==> src/rtl/jcc_pkg.sv <==
// Shared types and constants for the joystick calibrate-and-classify block.
// Used by the controller, the datapath, the divider and the port checker.
// Has no dependencies of its own.
package jcc_pkg;

	// Input command codes.
	localparam logic [1:0] CMD_RESTART = 2'd0;
	localparam logic [1:0] CMD_CALIB   = 2'd1;
	localparam logic [1:0] CMD_POS     = 2'd2;

	// Direction codes.
	localparam logic [2:0] DIR_NEUTRAL = 3'd0;
	localparam logic [2:0] DIR_RIGHT   = 3'd1;
	localparam logic [2:0] DIR_LEFT    = 3'd2;
	localparam logic [2:0] DIR_UP      = 3'd3;
	localparam logic [2:0] DIR_DOWN    = 3'd4;

	// Configuration register indexes.
	localparam logic [1:0] REG_DEF_MAX_X = 2'd0;
	localparam logic [1:0] REG_DEF_MAX_Y = 2'd1;
	localparam logic [1:0] REG_DEF_MIN_X = 2'd2;
	localparam logic [1:0] REG_DEF_MIN_Y = 2'd3;

	localparam logic [7:0] RST_DEF_MAX = 8'd255;
	localparam logic [7:0] RST_DEF_MIN = 8'd0;

	localparam logic signed [15:0] SCALE_FACTOR = 16'sd100;
	localparam logic [15:0]        NEUTRAL_BAND = 16'd5;

	localparam int DIV_NUM_W = 16;
	localparam int DIV_DEN_W = 8;
	localparam int DIV_CNT_W = $clog2(DIV_NUM_W);

	typedef enum logic [2:0] {
		S_IDLE,
		S_EXEC,
		S_XSTART,
		S_XWAIT,
		S_YSTART,
		S_YWAIT,
		S_DONE
	} jcc_state_t;

	// Commands from the controller to the datapath.
	typedef struct packed {
		logic capture;
		logic exec;
		logic div_start;
		logic div_sel_y;
		logic store_x;
		logic store_y;
		logic load_out;
	} jcc_cmd_t;

	// Status from the datapath to the controller.
	typedef struct packed {
		logic is_pos;
		logic zero_r;
		logic div_done;
		logic out_free;
	} jcc_stat_t;

endpackage

==> src/rtl/jcc_div.sv <==
// Radix-2 restoring divider for signed operands, quotient truncated toward zero.
// One quotient bit per cycle. Depends on jcc_pkg.
module jcc_div (
	input  logic                                  clk,
	input  logic                                  arst_n,
	input  logic                                  start,
	input  logic signed [jcc_pkg::DIV_NUM_W-1:0]  num,
	input  logic signed [jcc_pkg::DIV_DEN_W-1:0]  den,
	output logic                                  done,
	output logic signed [jcc_pkg::DIV_NUM_W-1:0]  quot
);
	import jcc_pkg::*;

	logic                      busy_q;
	logic                      done_q;
	logic [DIV_CNT_W-1:0]      cnt_q;
	logic                      neg_q;
	logic [DIV_DEN_W-1:0]      den_mag_q;
	logic [DIV_DEN_W-1:0]      rem_q;
	logic [DIV_NUM_W-1:0]      quo_q;

	logic [DIV_NUM_W-1:0]      num_mag;
	logic [DIV_DEN_W-1:0]      den_mag;
	logic [DIV_DEN_W:0]        shifted;
	logic [DIV_DEN_W:0]        trial;
	logic                      qbit;

	assign num_mag = num[DIV_NUM_W-1] ? (~num + 1'b1) : num;
	assign den_mag = den[DIV_DEN_W-1] ? (~den + 1'b1) : den;

	// Bring down the next numerator bit and try to subtract the divisor.
	assign shifted = {rem_q, quo_q[DIV_NUM_W-1]};
	assign qbit    = (shifted >= {1'b0, den_mag_q});
	assign trial   = shifted - {1'b0, den_mag_q};

	always_ff @(posedge clk or negedge arst_n) begin
		if (!arst_n) begin
			busy_q <= 1'b0;
			done_q <= 1'b0;
			cnt_q  <= '0;
		end else begin
			done_q <= 1'b0;
			if (start) begin
				busy_q <= 1'b1;
				cnt_q  <= DIV_CNT_W'(DIV_NUM_W - 1);
			end else if (busy_q) begin
				cnt_q <= cnt_q - 1'b1;
				if (cnt_q == '0) begin
					busy_q <= 1'b0;
					done_q <= 1'b1;
				end
			end
		end
	end

	always_ff @(posedge clk) begin
		if (start) begin
			neg_q     <= num[DIV_NUM_W-1] ^ den[DIV_DEN_W-1];
			den_mag_q <= den_mag;
			rem_q     <= '0;
			quo_q     <= num_mag;
		end else if (busy_q) begin
			rem_q <= qbit ? trial[DIV_DEN_W-1:0] : shifted[DIV_DEN_W-1:0];
			quo_q <= {quo_q[DIV_NUM_W-2:0], qbit};
		end
	end

	assign done = done_q;
	assign quot = neg_q ? (~quo_q + 1'b1) : quo_q;

endmodule

==> src/rtl/jcc_dp.sv <==
// Datapath: default and limit registers, centre and radius arithmetic,
// shared divider, direction classifier and output register. Depends on jcc_pkg, jcc_div.
module jcc_dp (
	input  logic              clk,
	input  logic              arst_n,
	input  logic              cfg_wen,
	input  logic [1:0]        cfg_idx,
	input  logic [7:0]        cfg_wdata,
	input  logic [1:0]        command,
	input  logic [7:0]        x_sample,
	input  logic [7:0]        y_sample,
	input  jcc_pkg::jcc_cmd_t ctl,
	output jcc_pkg::jcc_stat_t stat,
	output logic              out_valid,
	input  logic              out_ready,
	output logic signed [15:0] pos_x,
	output logic signed [15:0] pos_y,
	output logic [2:0]        direction,
	output logic              zero_radius
);
	import jcc_pkg::*;

	logic [7:0] def_max_x_q, def_max_y_q, def_min_x_q, def_min_y_q;
	logic [7:0] lim_max_x_q, lim_max_y_q, lim_min_x_q, lim_min_y_q;

	logic [1:0] cmd_q;
	logic [7:0] xs_q, ys_q;

	logic signed [15:0] num_x_q, num_y_q;
	logic signed [7:0]  rad_x_q, rad_y_q;
	logic               zero_q;
	logic signed [15:0] px_q, py_q;

	logic               out_valid_q;
	logic signed [15:0] pos_x_q, pos_y_q;
	logic [2:0]         dir_q;
	logic               zr_q;

	logic signed [8:0]  dif_x, dif_y, off_x, off_y;
	logic signed [7:0]  rx, ry;
	logic [8:0]         sum_x, sum_y;
	logic [7:0]         cx, cy;
	logic signed [15:0] nx, ny;

	logic               div_done;
	logic signed [15:0] div_quot;

	logic [15:0]        ax, ay;
	logic [2:0]         dir_new;
	logic               pos_ok;

	always_ff @(posedge clk or negedge arst_n) begin
		if (!arst_n) begin
			def_max_x_q <= RST_DEF_MAX;
			def_max_y_q <= RST_DEF_MAX;
			def_min_x_q <= RST_DEF_MIN;
			def_min_y_q <= RST_DEF_MIN;
		end else if (cfg_wen) begin
			case (cfg_idx)
				REG_DEF_MAX_X: def_max_x_q <= cfg_wdata;
				REG_DEF_MAX_Y: def_max_y_q <= cfg_wdata;
				REG_DEF_MIN_X: def_min_x_q <= cfg_wdata;
				REG_DEF_MIN_Y: def_min_y_q <= cfg_wdata;
				default: ;
			endcase
		end
	end

	always_ff @(posedge clk) begin
		if (ctl.capture) begin
			cmd_q <= command;
			xs_q  <= x_sample;
			ys_q  <= y_sample;
		end
	end

	always_ff @(posedge clk or negedge arst_n) begin
		if (!arst_n) begin
			lim_max_x_q <= RST_DEF_MAX;
			lim_max_y_q <= RST_DEF_MAX;
			lim_min_x_q <= RST_DEF_MIN;
			lim_min_y_q <= RST_DEF_MIN;
		end else if (ctl.exec) begin
			case (cmd_q)
				CMD_RESTART: begin
					lim_max_x_q <= def_max_x_q;
					lim_max_y_q <= def_max_y_q;
					lim_min_x_q <= def_min_x_q;
					lim_min_y_q <= def_min_y_q;
				end
				CMD_CALIB: begin
					if (xs_q > lim_max_x_q) lim_max_x_q <= xs_q;
					if (ys_q > lim_max_y_q) lim_max_y_q <= ys_q;
					if (xs_q < lim_min_x_q) lim_min_x_q <= xs_q;
					if (ys_q < lim_min_y_q) lim_min_y_q <= ys_q;
				end
				default: ;
			endcase
		end
	end

	// Radius halves the span toward zero, so a negative odd span rounds up.
	always_comb begin
		dif_x = signed'({1'b0, lim_max_x_q}) - signed'({1'b0, lim_min_x_q});
		dif_y = signed'({1'b0, lim_max_y_q}) - signed'({1'b0, lim_min_y_q});
		rx    = 8'((dif_x + signed'({8'd0, dif_x[8]})) >>> 1);
		ry    = 8'((dif_y + signed'({8'd0, dif_y[8]})) >>> 1);
		sum_x = {1'b0, lim_max_x_q} + {1'b0, lim_min_x_q};
		sum_y = {1'b0, lim_max_y_q} + {1'b0, lim_min_y_q};
		cx    = sum_x[8:1];
		cy    = sum_y[8:1];
		off_x = signed'({1'b0, xs_q}) - signed'({1'b0, cx});
		off_y = signed'({1'b0, ys_q}) - signed'({1'b0, cy});
		nx    = 16'(off_x) * SCALE_FACTOR;
		ny    = 16'(off_y) * SCALE_FACTOR;
	end

	always_ff @(posedge clk) begin
		if (ctl.exec) begin
			num_x_q <= nx;
			num_y_q <= ny;
			rad_x_q <= rx;
			rad_y_q <= ry;
			zero_q  <= (rx == 8'sd0) || (ry == 8'sd0);
		end
		if (ctl.store_x) px_q <= div_quot;
		if (ctl.store_y) py_q <= div_quot;
	end

	jcc_div u_div (
		.clk    (clk),
		.arst_n (arst_n),
		.start  (ctl.div_start),
		.num    (ctl.div_sel_y ? num_y_q : num_x_q),
		.den    (ctl.div_sel_y ? rad_y_q : rad_x_q),
		.done   (div_done),
		.quot   (div_quot)
	);

	always_comb begin
		ax = px_q[15] ? (~px_q + 1'b1) : px_q;
		ay = py_q[15] ? (~py_q + 1'b1) : py_q;
		if ((ax < NEUTRAL_BAND) && (ay < NEUTRAL_BAND)) begin
			dir_new = DIR_NEUTRAL;
		end else if (ax > ay) begin
			dir_new = (px_q > 16'sd0) ? DIR_RIGHT : DIR_LEFT;
		end else begin
			dir_new = (py_q > 16'sd0) ? DIR_UP : DIR_DOWN;
		end
	end

	assign pos_ok = (cmd_q == CMD_POS) && !zero_q;

	always_ff @(posedge clk or negedge arst_n) begin
		if (!arst_n) begin
			out_valid_q <= 1'b0;
		end else if (ctl.load_out) begin
			out_valid_q <= 1'b1;
		end else if (out_ready) begin
			out_valid_q <= 1'b0;
		end
	end

	always_ff @(posedge clk) begin
		if (ctl.load_out) begin
			pos_x_q <= pos_ok ? px_q : 16'sd0;
			pos_y_q <= pos_ok ? py_q : 16'sd0;
			dir_q   <= pos_ok ? dir_new : DIR_NEUTRAL;
			zr_q    <= (cmd_q == CMD_POS) && zero_q;
		end
	end

	assign stat.is_pos   = (cmd_q == CMD_POS);
	assign stat.zero_r   = zero_q;
	assign stat.div_done = div_done;
	assign stat.out_free = !out_valid_q || out_ready;

	assign out_valid   = out_valid_q;
	assign pos_x       = pos_x_q;
	assign pos_y       = pos_y_q;
	assign direction   = dir_q;
	assign zero_radius = zr_q;

endmodule

==> src/rtl/jcc_ctrl.sv <==
// Controller state machine: sequences capture, command execution, the two
// divisions and the output load. Depends on jcc_pkg.
module jcc_ctrl (
	input  logic               clk,
	input  logic               arst_n,
	input  logic               in_valid,
	output logic               in_ready,
	input  jcc_pkg::jcc_stat_t stat,
	output jcc_pkg::jcc_cmd_t  ctl
);
	import jcc_pkg::*;

	jcc_state_t state_q, state_d;

	always_ff @(posedge clk or negedge arst_n) begin
		if (!arst_n) begin
			state_q <= S_IDLE;
		end else begin
			state_q <= state_d;
		end
	end

	always_comb begin
		state_d = state_q;
		case (state_q)
			S_IDLE:   if (in_valid) state_d = S_EXEC;
			S_EXEC: begin
				if (stat.is_pos) begin
					state_d = S_XSTART;
				end else begin
					state_d = S_DONE;
				end
			end
			// A zero radius skips both divisions.
			S_XSTART: state_d = stat.zero_r ? S_DONE : S_XWAIT;
			S_XWAIT:  if (stat.div_done) state_d = S_YSTART;
			S_YSTART: state_d = S_YWAIT;
			S_YWAIT:  if (stat.div_done) state_d = S_DONE;
			S_DONE:   if (stat.out_free) state_d = S_IDLE;
			default:  state_d = S_IDLE;
		endcase
	end

	always_comb begin
		ctl      = '0;
		in_ready = 1'b0;
		case (state_q)
			S_IDLE: begin
				in_ready    = 1'b1;
				ctl.capture = in_valid;
			end
			S_EXEC:   ctl.exec = 1'b1;
			S_XSTART: ctl.div_start = !stat.zero_r;
			S_XWAIT:  ctl.store_x = stat.div_done;
			S_YSTART: begin
				ctl.div_start = 1'b1;
				ctl.div_sel_y = 1'b1;
			end
			S_YWAIT: begin
				ctl.div_sel_y = 1'b1;
				ctl.store_y   = stat.div_done;
			end
			S_DONE:   ctl.load_out = stat.out_free;
			default: ;
		endcase
	end

endmodule

==> src/rtl/joystick_calibrate_and_classify.sv <==
// Two-axis joystick conditioner. One request is taken at a time. Restart and
// calibration requests pass through the execute and done states until the input is
// ready again, and position requests on a zero radius also pass the x-start state.
// Other position requests use the single radix-2 divider, which produces one quotient
// bit per cycle and serves the x and y axes in turn (16 quotient bits each).
// The last cycle of every request is extended for as long as the previous result is
// still waiting in the output register. A finished result waits in the output register
// while the next request is accepted. Configuration writes take
// effect at the next restart request. Depends on jcc_pkg, jcc_ctrl, jcc_dp.
module joystick_calibrate_and_classify (
	input  logic               clk,
	input  logic               arst_n,
	input  logic               cfg_wen,
	input  logic [1:0]         cfg_idx,
	input  logic [7:0]         cfg_wdata,
	input  logic               in_valid,
	output logic               in_ready,
	input  logic [1:0]         command,
	input  logic [7:0]         x_sample,
	input  logic [7:0]         y_sample,
	output logic               out_valid,
	input  logic               out_ready,
	output logic signed [15:0] pos_x,
	output logic signed [15:0] pos_y,
	output logic [2:0]         direction,
	output logic               zero_radius
);
	import jcc_pkg::*;

	jcc_cmd_t  ctl;
	jcc_stat_t stat;

	jcc_ctrl u_ctrl (
		.clk      (clk),
		.arst_n   (arst_n),
		.in_valid (in_valid),
		.in_ready (in_ready),
		.stat     (stat),
		.ctl      (ctl)
	);

	jcc_dp u_dp (
		.clk         (clk),
		.arst_n      (arst_n),
		.cfg_wen     (cfg_wen),
		.cfg_idx     (cfg_idx),
		.cfg_wdata   (cfg_wdata),
		.command     (command),
		.x_sample    (x_sample),
		.y_sample    (y_sample),
		.ctl         (ctl),
		.stat        (stat),
		.out_valid   (out_valid),
		.out_ready   (out_ready),
		.pos_x       (pos_x),
		.pos_y       (pos_y),
		.direction   (direction),
		.zero_radius (zero_radius)
	);

endmodule

==> config.mk <==
export PLATFORM = sky130hd
export DESIGN_NAME = joystick_calibrate_and_classify
export DESIGN_NICKNAME = d
export VERILOG_FILES = /design/src/rtl/jcc_pkg.sv /design/src/rtl/jcc_div.sv /design/src/rtl/jcc_dp.sv /design/src/rtl/jcc_ctrl.sv /design/src/rtl/joystick_calibrate_and_classify.sv
export SDC_FILE = /design/constraint.sdc
export NUM_CORES = 1
export LEC_CHECK = 0
export ABC_AREA = 1
export BUFFER_PORTS_ARGS = -buffer_cell sky130_fd_sc_hd__buf_4
export CAP_MARGIN = 20
export CELL_PAD_IN_SITES_DETAIL_PLACEMENT = 1
export CELL_PAD_IN_SITES_GLOBAL_PLACEMENT = 1
export CORE_MARGIN = 8
export CORE_UTILIZATION = 30
export DETAILED_ROUTE_END_ITERATION = 10
export PLACE_DENSITY = 0.54
export SETUP_SLACK_MARGIN = 0.2
export SYNTH_ARGS = -nofsm -noshare
export SYNTH_HDL_FRONTEND = slang
export SYNTH_SLANG_ARGS = --single-unit
export TNS_END_PERCENT = 10
==> constraint.sdc <==
create_clock -name clk -period 7.1 [get_ports clk]
set_input_delay 0 -clock clk [delete_from_list [all_inputs] [get_ports clk]]
set_output_delay 0 -clock clk [all_outputs]
set_load 0.01 [all_outputs]
==> results.md, run 1 <==
* Max_cap viols at 0
* ANT nets after route at 0
* TritonCTS clock tree: yes
* Die height at around 250 µm
* NumNets Final at about 2,200
* Die ar. at between 60,000 and 70,000 µm²
* Synth warn at 0
* Gpl congestion at about 0.79
* Most common cell after layout, fill and taps aside: nand2_1
* CTS clock-pin slew for the worst setup and hold paths at 60 ps
* Seq/Total Area, Yosys at 0.416
* Number of buffers created by CTS at 30
* Seq cells post-synth at between 200 and 250
* Critical-path maximum fanout at 5
* CP endpoint kind: flop
* Final setup viols at 0
* P&R area growth vs syn at 15.7%
* GR Util All Layers at 0.140
* CTS root buf: clkbuf_16
* HP Class: in2reg
* Routed WL at ~43 mm
* Distinct cell type count after synthesis at 53
* Die X at about 250 µm
* Via density at about 4.6
* Tcrit/Tclk final at 0.819
* Initial antenna violation count at 0
* First-pass GRT wire length at between 60 and 70 mm
* Run status: completed
* Longest Clk Path Bufs at 3
* Core Region at ~54,000 µm²
* Critical path required time at 7410 ps
* Avg Cell Area, Syn at roughly 8.4 µm²
* Ys flop type: edfxtp_1
* Count of cells resized by post-cts repair at 0
* Fraction of registers with async set/reset at 0.311
* Worst Reg-to-Reg Cells at 25
* Vias in the first global route at 13,400
* Worst Path Arrival at between 6000 and 7000 ps
* DRC violations left at 0
* Setup TNS at 0 ps
* FILL cells at 6,384
* Final-report hold violation count at 0
* Post-Syn Nets at ~2,100
* Global routing's busiest layer: met2
* Hold path depth at 4
* Slew Limit Fails at 0
* Initial drt markers at approximately 340
* Cell Rows at 85
* Met2 usage at 0.268
* Post-DP HPWL at between 30 and 40 mm
* Clk_lat worst skew at about 570 ps
* Largest net degree at the start of global routing at 57
* Max-slew headroom at 0.402
* Mapped Area at around 16,000 µm²
* # IOs at 71
* Crit path largest cell delay at ~550 ps
* Num Clock Sinks at roughly 240
* Initial core utilization at 0.302
* Syn Inst Count at 1,927
* Number of flops mapped to enable cells by yosys at 156
* FMAX at 172 MHz
* Layout cells sized above 1 at 0.0952
* Vias at around 13,000
* Min cycle time layout at around 5800 ps
* H-tree level count at 1
* Tightest Pin Transition at approximately 900 ps
* GRT met3 Usage at 0.0180
* RSZ-0062 raised after global routing: false
* Crit path launch type: flop
* First-pass DRT Iterations at 4
* Most frequent cells in the layout: nand2_1 (454), inv_1 (285), ha_1 (165), nor2_1 (163), edfxtp_1 (156)
* Clk_skew at between 15 and 20 ps
* Overflow after GRT at 0
* Worst setup path category: reg2reg
* Critical-path top delay cell: dfstp_2
* GR Util met1 at 0.162
* Port bufs at 70
* WL/cell at about 16 µm
* N_diodes at 0
state kept, by name (all words and copies together), names as in the netlist, 14 cells and up:
| signal | flops |
|---|---|
| u_dp.num_y_q | 14 |
| u_dp.pos_y | 16 |
| u_dp.py_q | 16 |
| u_dp.u_div.quo_q | 16 |
| u_dp.px_q | 16 |
| u_dp.num_x_q | 14 |
| u_dp.pos_x | 16 |
metal layers:
metal / up-vias / wire [µm] / share of wire
met4: 0 / 1160 / 0.027
li1: 6491 / - / -
met3: 53 / 992 / 0.023
met2: 112 / 22300 / 0.52
met5: - / 0 / 0
met1: 6021 / 18500 / 0.43
cell type report:
class | instances | area [µm²] | share of cell area
Multi-Input combinational cell | 1352 | 8150 | 0.436
Sequential cell | 238 | 6740 | 0.360
Inverter | 290 | 1090 | 0.0581
Timing Repair Buffer | 113 | 958 | 0.0512
Tap cell | 696 | 871 | 0.0465
Clock buffer | 40 | 810 | 0.0432
Clock inverter | 15 | 104 | 0.00555
logic make-up after synthesis:
kind of cell             share of synthesized area
buffers and inverters                       0.0813
adder cells (fa/ha/maj)                      0.149
multiplexers                               0.00479
AND/OR/NAND/NOR                              0.198
XOR/XNOR                                    0.0498
AO/OA/AOI/OAI                                0.101
flip-flops                                   0.416
metrics by stage:
step | setup WS [ps] | utilization | hold WS [ps] | cells | cell area [µm²]
floorplan | 1730 | - | -296 | 1927 | 16200
global placement | 1280 | 0.326 | -65.6 | 2656 | 17500
detailed placement | 1240 | 0.326 | -60.2 | 2656 | 17500
CTS | 1240 | 0.348 | 18.6 | 2742 | 18700
global route | 736 | 0.349 | 118 | 2744 | 18700
finish | 1280 | 0.349 | 40.3 | 2744 | 18700
worst paths after layout:
kind,from,endpoint,slack [ps]
min in group asynchronous,arst_n,u_dp.lim_max_x_q[6]$_DFFE_PN1P_,510
max in group asynchronous,arst_n,u_dp.lim_min_x_q[6]$_DFFE_PN0P_,5350
worst max register to register,u_dp.lim_max_y_q[0]$_DFFE_PN1P_,u_dp.num_y_q[15]$_DFFE_PP_,1280
worst max-delay path,u_dp.lim_max_y_q[0]$_DFFE_PN1P_,u_dp.num_y_q[15]$_DFFE_PP_,1280
worst min-delay path,cfg_wen,u_dp.def_max_x_q[0]$_DFFE_PN1P_,40
worst min register to register,u_dp.u_div.rem_q[2]$_SDFFE_PP0P_,u_dp.u_div.rem_q[2]$_SDFFE_PP0P_,480
synthesized netlist by cell type (all sizes together), types with 3 or more instances:
cell      n  area, µm²
nand2   459       1740
inv     290       1090
nor2    172        666
ha      165       2060
edfxtp  156       4680
o21ai   142        756
a21oi   111        556
nand3    98        495
xor2     73        639
dfrtp    42       1050
clkbuf   32        121
dfstp    32        841
xnor2    19        166
fa       17        340
buf      15        106
nand4    13       81.3
o211ai   12       90.1
nor3     10       50.1
a21o      8       60.1
dfxtp     8        160
nand3b    8       72.6
a31oi     7       43.8
nor4      6       43.8
o21bai    6       45.0
o21a      5       38.8
and2      4       25.0
mux2      3       41.3
or2       3       18.8
critical path: cells and delay by family, from the launching register on:
| family | cells | cell delay [ps] |
|---|---|---|
| fa+ha+maj | 6 | 1980 |
| compound gates | 9 | 1840 |
| flops | 1 | 550 |
| simple gates | 4 | 490 |
| buf+inv | 4 | 400 |
| xor+xnor | 2 | 320 |
repair_timing:
item	CTS	global route
buffers inserted	0	0
hold buffers	31	0
hold endpoints to repair	100	0
Power of run 1 is not shown: default switching activity piles up to over one toggle a cycle in this logic, so the estimate is an artifact.
==> run 2, diff against run 1 <==
==> constraint.sdc (replaced) <==
create_clock -name clk -period 5.95 [get_ports clk]
set_input_delay 0 -clock clk [delete_from_list [all_inputs] [get_ports clk]]
set_output_delay 0 -clock clk [all_outputs]
set_load 0.01 [all_outputs]
==> run 2 against run 1 <==
Maximum frequency up 6.7%. Utilization increased by 0.11 points. Via count is essentially flat. Final area rose by 0.33%. Final cell count about the same. Largest cell class unchanged. Highest routed layer unchanged.
==> results.md, run 2 (synthesis gave the netlist of run 1 again) <==
* Run status: completed
* Routed WL at 42.8 mm (-0.45%)
* Final-report hold violation count at 0 (unchanged)
* Vias in the first global route at 13,600 (+1.1%)
* First-pass GRT wire length at 70.1 mm (+0.53%)
* Layout cells sized above 1 at 0.100 (+0.00527)
* DRC violations left at 0 (unchanged)
* Number of buffers created by CTS at 29 (-3.3%)
* CTS root buf: clkbuf_16
* Num Clock Sinks at 238 (unchanged)
* Most common cell after layout, fill and taps aside: nand2_1
* CP endpoint kind: flop
* Crit path largest cell delay at 430 ps (-120 ps)
* Worst Path Arrival at 5750 ps (-380 ps)
* Longest Clk Path Bufs at 3 (unchanged)
* RSZ-0062 raised after global routing: true
* Max_cap viols at 0 (unchanged)
* HP Class: in2reg
* # IOs at 71 (unchanged)
* Tcrit/Tclk final at 0.916 (+0.0967)
* Slew Limit Fails at 0 (unchanged)
* H-tree level count at 1 (unchanged)
* CP bufs+invs at 1 (-3)
* Die ar. at 61,600 µm² (unchanged)
* Final Non-Filler Cells at 2,746 (+0.073%)
* Post-DP HPWL at 34.6 mm (about the same)
* Die height at 248 µm (unchanged)
* Port bufs at 70 (unchanged)
* GR Util All Layers at 0.141 (+0.000519)
* Initial antenna violation count at 0 (unchanged)
* Vias at 12,700 (-0.055%)
* Critical path required time at 6250 ps (-1160 ps)
* Worst setup path category: reg2reg
* Cell Rows at 85 (unchanged)
* Worst path most repeated cell: ha_1
* Clk_lat worst skew at 590 ps (+20 ps)
* Largest net degree at the start of global routing at 57 (unchanged)
* Worst path cell trace: ha_1, fa_1, a21oi_1, o21bai_1, xor2_1, ha_1, nand2_1, o21ai_0, xor2_1, inv_1, ha_1, ha_1, xor2_1, ha_1, ha_1, a21oi_1, nand2_1, nand2_1, nand2_1, a21oi_1, nor2_1, o21ai_0, nand2_1, xor2_1
* Min cycle time layout at 5450 ps (-367 ps)
* Die X at 248 µm (unchanged)
* CTS clock-pin slew for the worst setup and hold paths at 60 ps (about the same)
* Final setup viols at 0 (unchanged)
* WHS at 44.0 ps (+3.72 ps)
* Max-slew headroom at 0.380 (-0.0226)
* P&R area growth vs syn at 16.0%
* NumNets Final at 2,242 (+0.089%)
* Via density at 4.61 (-0.13%)
* FILL cells at 6,296 (-1.4%)
* Multi-input gate area at 8180 µm² (+0.34%)
* TritonCTS clock tree: yes
* Gpl congestion at 0.796 (+0.40%)
* Tightest Pin Transition at 930 ps (+34.0 ps)
* Crit path launch type: flop
* CP top delay family: adder cells
* First-pass DRT Iterations at 4 (unchanged)
* Setup TNS at 0 ps (unchanged)
* Critical-path maximum fanout at 5 (unchanged)
* Initial core utilization at 0.302 (unchanged)
* ANT nets after route at 0 (unchanged)
* Post-CTS setup buffer count at 0 (unchanged)
* DP Cell Count at 2,659 (+0.11%)
* Register area at 6740 µm² (unchanged)
* Clk_skew at 46.2 ps (+27.5 ps)
* Overflow after GRT at 0 (unchanged)
* Core Region at 53,600 µm² (unchanged)
* Most frequent cells in the layout: nand2_1 (454), inv_1 (284), ha_1 (164), nor2_1 (163), edfxtp_1 (156)
* Initial drt markers at 400 (+19%)
* FMAX at 183 MHz (+6.7%)
* WL/cell at 15.6 µm (-0.52%)
* N_diodes at 0 (unchanged)
* Critical-path top delay cell: fa_1
run 2: repair_timing:
action | 4_1_cts | 5_1_grt
endpoints found under the hold margin | 100 | 0
gates resized for setup | 0 | 9
endpoints found under the setup margin | 0 | 3
hold buffers | 31 | 0
run 2: worst reg2reg max path, delay by kind of cell, from the launching register on:
family	cells	cell delay, ps
flops	1	410
fa+ha+maj	7	2330
simple gates	6	410
xor+xnor	4	730
buf+inv	1	120
compound gates	6	1170
run 2: worst paths after layout:
path | cells after the start | start | endpoint | slack (ps)
max | 24 | u_dp.lim_min_x_q[0]$_DFFE_PN0P_ | u_dp.num_x_q[14]$_DFFE_PP_ | 500
min | 4 | cfg_wen | u_dp.def_max_x_q[1]$_DFFE_PN1P_ | 40
max reg2reg | 24 | u_dp.lim_min_x_q[0]$_DFFE_PN0P_ | u_dp.num_x_q[14]$_DFFE_PP_ | 500
min reg2reg | 2 | u_dp.u_div.rem_q[7]$_SDFFE_PP0P_ | u_dp.u_div.rem_q[7]$_SDFFE_PP0P_ | 480
max in group asynchronous | 4 | arst_n | u_dp.lim_min_x_q[7]$_DFFE_PN0P_ | 4120
min in group asynchronous | 3 | arst_n | u_dp.lim_max_x_q[4]$_DFFE_PN1P_ | 520
run 2: layer usage:
layer	vias to the layer above	track usage	share of wire
li1	6499	-	-
met1	6015	0.162	0.43
met2	105	0.270	0.52
met3	51	0.0172	0.021
met4	0	0.0370	0.024
met5	-	0	0
run 2: layout make-up:
class | instances | area share
inverters | 290 | 0.0580
clock inverters | 7 | 0.00380
multi-input cells | 1352 | 0.436
clock buffers | 47 | 0.0454
flip-flops and latches | 238 | 0.359
repair buffers | 116 | 0.0522
well taps | 696 | 0.0464
run 2: through the flow:
stage | area (µm²) | setup WS (ps) | util
after global routing | 18800 | 176 | 0.350
after floorplan | 16200 | 583 | -
after global placement | 17500 | 389 | 0.326
final | 18800 | 500 | 0.350
after detailed placement | 17500 | 324 | 0.326
after CTS | 18700 | 352 | 0.349
Power of run 2 is left out for the same reason.
